File: src/hw/rtl/scoped_lease_lock_table_defines.svh
// Assertion macros shared by the lease lock table RTL.
`ifndef SCOPED_LEASE_LOCK_TABLE_DEFINES_SVH
`define SCOPED_LEASE_LOCK_TABLE_DEFINES_SVH

// Same-cycle implication, sampled on clk and disabled during rst.
`define SLLT_ASSERT_NOW(label, ante, cons) \
  label: assert property (@(posedge clk) disable iff (rst) (ante) |-> (cons)) \
    else $error("lease table assertion failed");

// Next-cycle implication, sampled on clk and disabled during rst.
`define SLLT_ASSERT_NEXT(label, ante, cons) \
  label: assert property (@(posedge clk) disable iff (rst) (ante) |=> (cons)) \
    else $error("lease table assertion failed");

`endif

File: src/hw/rtl/sllt_pkg.sv
// Types and constants of the scoped lease lock table.
package sllt_pkg;

  localparam int KEY_W    = 16;
  localparam int OWNER_W  = 2;
  localparam int LEASE_W  = 32;
  localparam int STATUS_W = 3;

  localparam logic [STATUS_W-1:0] STATUS_GRANTED         = 3'd0;
  localparam logic [STATUS_W-1:0] STATUS_LEASE_BUSY      = 3'd1;
  localparam logic [STATUS_W-1:0] STATUS_CONTROL_BUSY    = 3'd2;
  localparam logic [STATUS_W-1:0] STATUS_RELEASED        = 3'd3;
  localparam logic [STATUS_W-1:0] STATUS_RELEASE_IGNORED = 3'd4;
  localparam logic [STATUS_W-1:0] STATUS_TABLE_FULL      = 3'd5;

  localparam logic        OP_ACQUIRE = 1'b0;
  localparam logic        OP_RELEASE = 1'b1;

  localparam logic [OWNER_W-1:0] CLIENT_AGENT = 2'd0;
  localparam logic [OWNER_W-1:0] CLIENT_TOOL  = 2'd1;

  typedef enum logic [1:0] {
    ST_IDLE,
    ST_SCAN,
    ST_DRAIN,
    ST_DECIDE
  } state_t;

  typedef struct packed {
    logic [KEY_W-1:0]   key;
    logic [OWNER_W-1:0] owner;
    logic [LEASE_W-1:0] lease;
  } slot_t;

endpackage

File: src/hw/rtl/scoped_lease_lock_table.sv
// Scoped lease lock table: acquire and release of keyed and global leases.
// Each request item is checked against every slot of the table, one slot per cycle
// through a single compare unit fed by the single-port slot memory. After the last slot
// is read, a drain state lets that read reach the compare unit; the decide state then
// registers the result item once the output register is free or being drained.
// The next item may be accepted while that result still waits in the output register.
// Slot valid bits are flip-flops cleared by reset, so no clearing pass follows reset.
`include "scoped_lease_lock_table_defines.svh"

module scoped_lease_lock_table #(
  parameter int TABLE_DEPTH = 16
) (
  input  logic        clk,
  input  logic        rst,
  input  logic        s_tvalid,
  output logic        s_tready,
  // [15:0] target_key, [47:16] release_id
  input  logic [47:0] s_tdata,
  // [0] opcode, [2:1] client_type
  input  logic [2:0]  s_tuser,
  output logic        m_tvalid,
  input  logic        m_tready,
  // [2:0] status, [34:3] granted_id, [39:35] zero
  output logic [39:0] m_tdata
);

  localparam int IDX_W = (TABLE_DEPTH > 1) ? $clog2(TABLE_DEPTH) : 1;
  localparam logic [IDX_W-1:0] LAST_IDX = IDX_W'(TABLE_DEPTH - 1);

  sllt_pkg::state_t state, state_next;

  logic                         s_accept;
  logic                         rd_en;
  logic                         decide_fire;

  logic                         req_op;
  logic [sllt_pkg::KEY_W-1:0]   req_key;
  logic [sllt_pkg::OWNER_W-1:0] req_client;
  logic [sllt_pkg::LEASE_W-1:0] req_rid;

  logic [IDX_W-1:0]             idx;
  logic                         ev_valid;
  logic [IDX_W-1:0]             ev_idx;
  logic                         ev_vbit;
  sllt_pkg::slot_t              rd_data;

  sllt_pkg::slot_t              mem [TABLE_DEPTH];
  logic [TABLE_DEPTH-1:0]       valid;
  logic [sllt_pkg::LEASE_W-1:0] id_counter;

  logic                         key_found;
  logic [IDX_W-1:0]             key_idx;
  logic [sllt_pkg::OWNER_W-1:0] key_owner;
  logic                         key_lease_eq;
  logic                         glob_found;
  logic [sllt_pkg::OWNER_W-1:0] glob_owner;
  logic                         min_found;
  logic [sllt_pkg::KEY_W-1:0]   min_key;
  logic [sllt_pkg::OWNER_W-1:0] min_owner;
  logic                         free_found;
  logic [IDX_W-1:0]             free_idx;

  logic                         cmp_key_eq;
  logic                         cmp_zero;
  logic                         cmp_less;
  logic                         cmp_lease_eq;

  logic                         blk_found;
  logic [sllt_pkg::OWNER_W-1:0] blk_owner;
  logic                         do_grant;
  logic                         do_release;
  logic [sllt_pkg::STATUS_W-1:0] status_next;
  logic [sllt_pkg::LEASE_W-1:0] gid_next;

  logic [sllt_pkg::STATUS_W-1:0] out_status;
  logic [sllt_pkg::LEASE_W-1:0] out_gid;

  always_comb begin
    state_next = state;
    unique case (state)
      sllt_pkg::ST_IDLE: begin
        if (s_tvalid) begin
          state_next = sllt_pkg::ST_SCAN;
        end
      end
      sllt_pkg::ST_SCAN: begin
        if (idx == LAST_IDX) begin
          state_next = sllt_pkg::ST_DRAIN;
        end
      end
      sllt_pkg::ST_DRAIN: begin
        state_next = sllt_pkg::ST_DECIDE;
      end
      sllt_pkg::ST_DECIDE: begin
        if (!m_tvalid || m_tready) begin
          state_next = sllt_pkg::ST_IDLE;
        end
      end
      default: state_next = sllt_pkg::ST_IDLE;
    endcase
  end

  always_comb begin
    s_tready    = 1'b0;
    rd_en       = 1'b0;
    decide_fire = 1'b0;
    unique case (state)
      sllt_pkg::ST_IDLE:   s_tready = 1'b1;
      sllt_pkg::ST_SCAN:   rd_en = 1'b1;
      sllt_pkg::ST_DRAIN:  ;
      sllt_pkg::ST_DECIDE: decide_fire = !m_tvalid || m_tready;
      default:             ;
    endcase
  end

  assign s_accept = s_tvalid && s_tready;

  always_ff @(posedge clk) begin
    if (rst) begin
      state    <= sllt_pkg::ST_IDLE;
      ev_valid <= 1'b0;
    end else begin
      state    <= state_next;
      ev_valid <= rd_en;
    end
  end

  always_ff @(posedge clk) begin
    if (s_accept) begin
      req_op     <= s_tuser[0];
      req_client <= s_tuser[2:1];
      req_key    <= s_tdata[15:0];
      req_rid    <= s_tdata[47:16];
      idx        <= '0;
    end else if (rd_en && idx != LAST_IDX) begin
      idx <= idx + 1'b1;
    end
  end

  always_ff @(posedge clk) begin
    if (rd_en) begin
      rd_data <= mem[idx];
      ev_idx  <= idx;
      ev_vbit <= valid[idx];
    end
    if (decide_fire && do_grant) begin
      mem[free_idx] <= '{key: req_key, owner: req_client, lease: id_counter};
    end
  end

  assign cmp_key_eq   = rd_data.key == req_key;
  assign cmp_zero     = rd_data.key == '0;
  assign cmp_less     = !min_found || (rd_data.key < min_key);
  assign cmp_lease_eq = rd_data.lease == req_rid;

  always_ff @(posedge clk) begin
    if (s_accept) begin
      key_found  <= 1'b0;
      glob_found <= 1'b0;
      min_found  <= 1'b0;
      free_found <= 1'b0;
    end else if (ev_valid) begin
      if (ev_vbit) begin
        if (cmp_key_eq) begin
          key_found    <= 1'b1;
          key_idx      <= ev_idx;
          key_owner    <= rd_data.owner;
          key_lease_eq <= cmp_lease_eq;
        end
        if (cmp_zero) begin
          glob_found <= 1'b1;
          glob_owner <= rd_data.owner;
        end
        if (cmp_less) begin
          min_found <= 1'b1;
          min_key   <= rd_data.key;
          min_owner <= rd_data.owner;
        end
      end else if (!free_found) begin
        free_found <= 1'b1;
        free_idx   <= ev_idx;
      end
    end
  end

  always_comb begin
    blk_found   = 1'b0;
    blk_owner   = min_owner;
    do_grant    = 1'b0;
    do_release  = 1'b0;
    gid_next    = '0;
    status_next = sllt_pkg::STATUS_RELEASE_IGNORED;
    if (req_op == sllt_pkg::OP_RELEASE) begin
      if (key_found && key_lease_eq) begin
        do_release  = 1'b1;
        status_next = sllt_pkg::STATUS_RELEASED;
      end
    end else begin
      if (req_key == '0) begin
        blk_found = min_found;
        blk_owner = min_owner;
      end else if (key_found) begin
        blk_found = 1'b1;
        blk_owner = key_owner;
      end else begin
        blk_found = glob_found;
        blk_owner = glob_owner;
      end
      if (blk_found) begin
        if (req_client == sllt_pkg::CLIENT_AGENT && blk_owner == sllt_pkg::CLIENT_TOOL) begin
          status_next = sllt_pkg::STATUS_CONTROL_BUSY;
        end else begin
          status_next = sllt_pkg::STATUS_LEASE_BUSY;
        end
      end else if (!free_found) begin
        status_next = sllt_pkg::STATUS_TABLE_FULL;
      end else begin
        do_grant    = 1'b1;
        gid_next    = id_counter;
        status_next = sllt_pkg::STATUS_GRANTED;
      end
    end
  end

  always_ff @(posedge clk) begin
    if (rst) begin
      valid      <= '0;
      id_counter <= sllt_pkg::LEASE_W'(1);
    end else if (decide_fire) begin
      if (do_grant) begin
        valid[free_idx] <= 1'b1;
        if (id_counter == '1) begin
          id_counter <= sllt_pkg::LEASE_W'(1);
        end else begin
          id_counter <= id_counter + 1'b1;
        end
      end
      if (do_release) begin
        valid[key_idx] <= 1'b0;
      end
    end
  end

  always_ff @(posedge clk) begin
    if (rst) begin
      m_tvalid <= 1'b0;
    end else if (decide_fire) begin
      m_tvalid <= 1'b1;
    end else if (m_tready) begin
      m_tvalid <= 1'b0;
    end
  end

  always_ff @(posedge clk) begin
    if (decide_fire) begin
      out_status <= status_next;
      out_gid    <= gid_next;
    end
  end

  assign m_tdata = {5'b0, out_gid, out_status};

  `SLLT_ASSERT_NOW(a_id_never_zero, 1'b1, id_counter != '0)
  `SLLT_ASSERT_NOW(a_grant_has_id, m_tvalid && out_status == sllt_pkg::STATUS_GRANTED, out_gid != '0)
  `SLLT_ASSERT_NOW(a_refusal_no_id, m_tvalid && out_status != sllt_pkg::STATUS_GRANTED, out_gid == '0)
  `SLLT_ASSERT_NEXT(a_grant_sets_valid, decide_fire && do_grant, valid[$past(free_idx)])

endmodule
File: config.mk
export PLATFORM = sky130hd
export DESIGN_NAME = scoped_lease_lock_table
export DESIGN_NICKNAME = d
export VERILOG_FILES = /design/src/hw/rtl/sllt_pkg.sv /design/src/hw/rtl/scoped_lease_lock_table.sv
export VERILOG_INCLUDE_DIRS = /design/src /design/src/hw/rtl
export SDC_FILE = /design/constraint.sdc
export NUM_CORES = 1
export LEC_CHECK = 0
export BUFFER_PORTS_ARGS = -buffer_cell sky130_fd_sc_hd__buf_2
export CORE_ASPECT_RATIO = 1.2
export CORE_MARGIN = 4
export CORE_UTILIZATION = 30
export CTS_CLUSTER_SIZE = 30
export DETAILED_ROUTE_END_ITERATION = 16
export SLEW_MARGIN = 40
export SYNTH_ARGS = -nofsm -noshare
export SYNTH_HDL_FRONTEND = slang
export SYNTH_SLANG_ARGS = --single-unit
File: constraint.sdc
create_clock -name clk -period 17.1 [get_ports clk]
set_clock_uncertainty 0.05 [all_clocks]
set_input_delay 3.42 -clock clk [delete_from_list [all_inputs] [get_ports clk]]
set_output_delay 3.42 -clock clk [all_outputs]
set_load 0.02 [all_outputs]
Word level (Yosys, flattened, before mapping)
Memories as Yosys holds them, arrays and structs flattened. A register that Yosys moved wholly into a read port is not among the register bits.
Cells that the tools add are included.
Widths: inputs -> output; s select.

word-level totals
  memories kept = 1
  RAM bits = 800
  register bits = 182
  output and inout bits = 42

memory list
  memory  depth  bits a word  rd ports  clocked after Yosys merged registers in  write ports  line                           text
  mem     16     50           1         1                                        1            scoped_lease_lock_table.sv:47  sllt_pkg::slot_t mem [TABLE_DEPTH];

cells by class
  bitwise logic cells = 6
  magnitude comparators = 6
  reductions and logical operators = 27
  $add $sub $neg = 2
  equal/unequal tests = 12
  mux-type cells = 38

operator list
  operator               number
  $mux 16                4
  $add 32x1->32 const B  1
  $eq 32x32->1           1
  $eq 32x32->1 const B   1
  $logic_not 16->1       2
  $mux 32                1
  $mux 1                 18
  $and 16x16->16         1
  $eq 16x16->1           1
  $lt 16x16->1           1
  $not 16->16            1
  $or 16x16->16          1
  $reduce_and 4->1       4
  $lt 4x5->1 const B     3
  $mux 2                 7
  $mux 3                 4
  $reduce_and 3->1       4
  $demux 1 s4            2
  $ge 4x1->1 const B     2
  $pmux 2 s4             1
  $logic_and 1x1->1      7
  $ne 2x2->1 const B     3
  $add 4x1->4 const B    1
  $bmux 1 s4             1
  11 further kinds       19

Longest topological paths before layout
  depth after elaboration = 10
  gate-level depth with buffers = 8
  mapped depth without buffers = 7

Worst setup path before layout
No wires, ideal clock.

  path kind = input -> register
  start point = input port m_tready
  end point = memory mem[12][0] in the netlist's numbering, enable pin
  cell stages on the path = 6
  slack = 7.343 ns
  data arrival time = 9.122 ns
  setup time = 0.585 ns
  path through = nor2b_1 > clkbuf_1 > nor4_1 > mux2i_1 > buf_2 > nor4_1

between the ends
  longest elaborated chain between the ends = 5

ends and longest elaborated chain
  element                       line                            text
  start, declared               scoped_lease_lock_table.sv:22   input logic m_tready,
  $logic_or 1x1->1              scoped_lease_lock_table.sv:111  sllt_pkg::ST_DECIDE: decide_fire = !m_tvalid || m_tready;
  $mux 1                        scoped_lease_lock_table.sv:107  unique case (state)
  $logic_and 1x1->1             scoped_lease_lock_table.sv:146  if (decide_fire && do_grant) begin
  $mux 1                        scoped_lease_lock_table.sv:146
  $mux 1 (not written as such)  scoped_lease_lock_table.sv:147  mem[free_idx] <= '{key: req_key, owner: req_client, lease: id_counter};
  end, declared                 scoped_lease_lock_table.sv:47

Every way passes these cells.

Final worst setup path
  start point = input port m_tready
  end point = memory mem[0][19] in the netlist's numbering, enable pin

Same word-level chain as after synthesis.

==> results.txt <==
----------------------------------------------------
[Routing]
  Met2 wirelength from detailed routing ... 50,400 um
  Via count ... 19,330
  Routed wirelength normalized by instance count ... 26.2 um
  Post-route ant nets ... 0
  First-pass DRT Iterations ... 7
  Topmost layer with routed signal wires ... met4
  1st-iter DRT viols ... 1,796
  Met3 routed WL ... 6790 um
  DRC violation count after routing ... 0
  Detailed-route wire length on metal 1 ... between 30,000 and 40,000 um
  Total length of routed wires ... 98,900 um
  Post-DR vias/cell ... 5.12

[Cells and area]
  Final-stage net count ... 2,069
  Most frequent standard cell in the layout excluding fill and tap cells ... edfxtp_1
  Most frequent cells in the layout ... 972 x edfxtp_1, 255 x mux4_2, 105 x clkbuf_16
  Final Cell Area ... 0.0459 sq mm
  Sequential Area ... 0.0304 sq mm
  Fraction of layout cells with a size suffix above 1 ... 29.4%
  Signed area change from the synthesized netlist to the final layout ... 16.0%
  Core Util, Final ... 35.2%
  Multi-input gate area in the final layout ... 0.00889 sq mm
  Number of cells in the finished layout apart from fillers ... ~3,800
  Count of fill cells added during filler insertion ... 11,989

[Clocking]
  Clock H-tree levels ... 3
  Hold-fix buffers, CTS ... 0
  Quantity of gates resized following cts ... 0
  CTS max path bufs ... 3
  CTS clk-pin slew, worst paths ... 0.06 ns
  Clock latency of the later-clocked register in the worst-skew pair ... 0.68 ns
  Clock tree from TritonCTS ... yes
  Post-CTS Setup Bufs ... 0
  CTS Buf Count ... 102
  Clk Tree Root Cell ... clkbuf_16
  Clock sink total ... 1,032

[STA]
  Highest achievable clock rate ... 171 MHz
  Setup violators final ... 0
  Worst hold margin ... 0.415 ns
  Final hold violations ... 0
  Setup repair after global routing missed its margin ... false
  Minimum clock period ... 5.86 ns
  Final worst path period share ... 34.3%
  Slew Limit Fails ... 0
  Tightest slew margin relative to the limit ... 44.3%
  Sum Neg Setup Slack ... 0 ns
  Pin slew with the least headroom to its limit ... 0.829 ns
  Least setup slack across all paths after layout ... approximately 11 ns

[Global route]
  Remaining Overflow, GRT ... 0
  Initial antenna violation count ... 6
  Maximum number of pins on one net before global-route repair ... 90
  Via count of the first global-routing pass ... 19,762
  Overall routing resource usage ... 14.2%
  Wire length of the first global-routing pass ... around 140,000 um

[Setup path]
  Worst setup SP type ... input port
  Worst setup EP type ... flop
  Critical path buffer and inverter count ... 4
  Required time at the endpoint of the critical path ... 17.34 ns
  Type of the worst setup path ... in -> reg
  Worst Path Max Fanout ... 44
  Max incr delay on CP ... 0.68 ns
  Critical path cell sequence ... buf_2 -> nor2b_1 -> buf_4 -> nor4_1 -> mux2i_4 -> buf_8 -> nor4b_4 -> buf_4
  Family with the most delay on the worst path ... buffers and inverters
  Data arrival time of the critical path ... 6.10 ns
  Cell type with the highest occurrence count on the critical path ... buf_4
  Slowest cell on crit path ... buf_4

[Die]
  Horizontal die dimension ... 340 um
  Die height ... between 400 and 500 um
  Effective utilization at floorplan ... 30.3%
  Number of rows in the core area ... around 150
  Number of I/O pins ... 97
  Area of the die ... around 0.14 sq mm
  Core footprint ... ~0.13 sq mm

[Yosys]
  Distinct cells, synth ... 60
  Syn. warnings ... 0
  Number of enable-type register cells in the synthesized netlist ... approximately 970
  Synthesis-stage register bit count ... between 1,000 and 1,500
  Post-synthesis sequential area ratio ... 76.8%
  Asr flop ratio synth ... 0%
  Combined area of all synthesized cells ... 0.0396 sq mm
  Synthesized instance count ... 1,826
  Avg Inst Size Synth ... 21.7 sq um
  Leading register cell type out of synthesis ... edfxtp_1

[Pwr]
  Power density over the cells ... 140 mW/mm^2
  VDD IR max ... 91.3 uV
  Power consumption ... around 6.5 mW
  Total leakage power ... 14.4 nW

[Place]
  DP Area ... 0.0426 sq mm
  Setup Slack @ Placement ... roughly 11 ns
  Number of input and output port buffers inserted ... 91
  DPL Wire Length ... 62,200 um
  Number of placed instances with taps included ... 3,579
  Final estimated routing congestion in global placement ... around 0.82

[Hold path]
  Tightest Hold Check Type ... reg -> reg

[Run status]
  Status ... finished, final reports clean

[Run]
  # Max-Cap Violations ... 0

----------------------------------------------------
==> metal layers <==
| layer | track usage, % | vias up |
|---|---|---|
| li1 | - | 7986 |
| met1 | 18.9 | 10408 |
| met2 | 24.4 | 816 |
| met3 | 2.55 | 120 |
| met4 | 3.17 | 0 |
| met5 | 0 | - |
==> registers in the layout, summed over array words and instances (netlist names), 3 cells and up <==
signal and count:
min_key 16, idx 4, valid 16, req_rid 32, id_counter 32, out_status 3
free_idx 4, key_idx 4, mem 800, ev_idx 4, out_gid 32, req_key 16
rd_data 50
==> final cells by class <==
type,count,share of cell area (%)
multi-input combinational,684,19.3
tap,1690,4.60
inverter,29,0.240
antenna,1,0.00545
timing repair buffer,144,2.30
clock buffer,129,5.94
sequential,1032,66.2
clock inverter,64,1.32
==> path summary, 6_finish.rpt <==
kind                         from               endpoint  slack [ns]  cells after the start
max                      m_tready   mem[0][19]$_DFFE_PP_       11.24                      8
min           ev_idx[0]$_DFFE_PP_  free_idx[0]$_DFFE_PP_        0.42                      0
max reg2reg  req_key[5]$_DFFE_PP_   mem[0][19]$_DFFE_PP_       12.82                      6
min reg2reg   ev_idx[0]$_DFFE_PP_  free_idx[0]$_DFFE_PP_        0.42                      0
==> Yosys cell counts (all sizes together), types with 5 or more instances <==
master / count / area (sq um)
edfxtp: 972 / 29200
mux4: 255 / 5740
dfxtp: 60 / 1200
clkbuf: 50 / 188
a21oi: 38 / 209
xor2: 38 / 333
buf: 35 / 201
nor4: 30 / 221
inv: 29 / 109
nand2: 29 / 109
nor2: 29 / 109
and2: 28 / 175
ha: 21 / 263
nand4: 17 / 121
nor3: 16 / 85.1
or4: 16 / 120
nand3: 15 / 87.6
o31ai: 15 / 113
xnor2: 14 / 123
o21ai: 13 / 65.1
o21a: 12 / 90.1
or3: 9 / 56.3
a31oi: 8 / 50.1
nand2b: 8 / 50.1
a211oi: 7 / 52.6
a21o: 7 / 52.6
nor2b: 6 / 37.5
nor3b: 6 / 45.0
and4: 5 / 43.8
o41ai: 5 / 62.6
==> logic make-up after synthesis <==
family                   after synthesis  synth area share, %
AO/OA/AOI/OAI                        116                 1.98
XOR/XNOR                              52                 1.15
adder cells (fa/ha/maj)               21                0.664
buffers and inverters                114                 1.26
flip-flops                          1032                 76.8
multiplexers                         263                 14.7
other                                  1              0.00947
AND/OR/NAND/NOR                      227                 3.45
==> worst reg2reg max path, stage by stage (launching register included) <==
cell and delay (ns):
edfxtp_1 0.71, nor4_1 0.69, and4_1 0.61, mux2i_4 0.25
buf_8 0.24, nor4b_4 0.53, buf_4 0.68
==> power breakdown <==
part,switching (mW),total [mW],internal [mW]
sequential,0.144,3.08,2.94
combinational,0.624,1.16,0.535
clock,0.942,2.21,1.27
(Power assumes the default switching activity.)
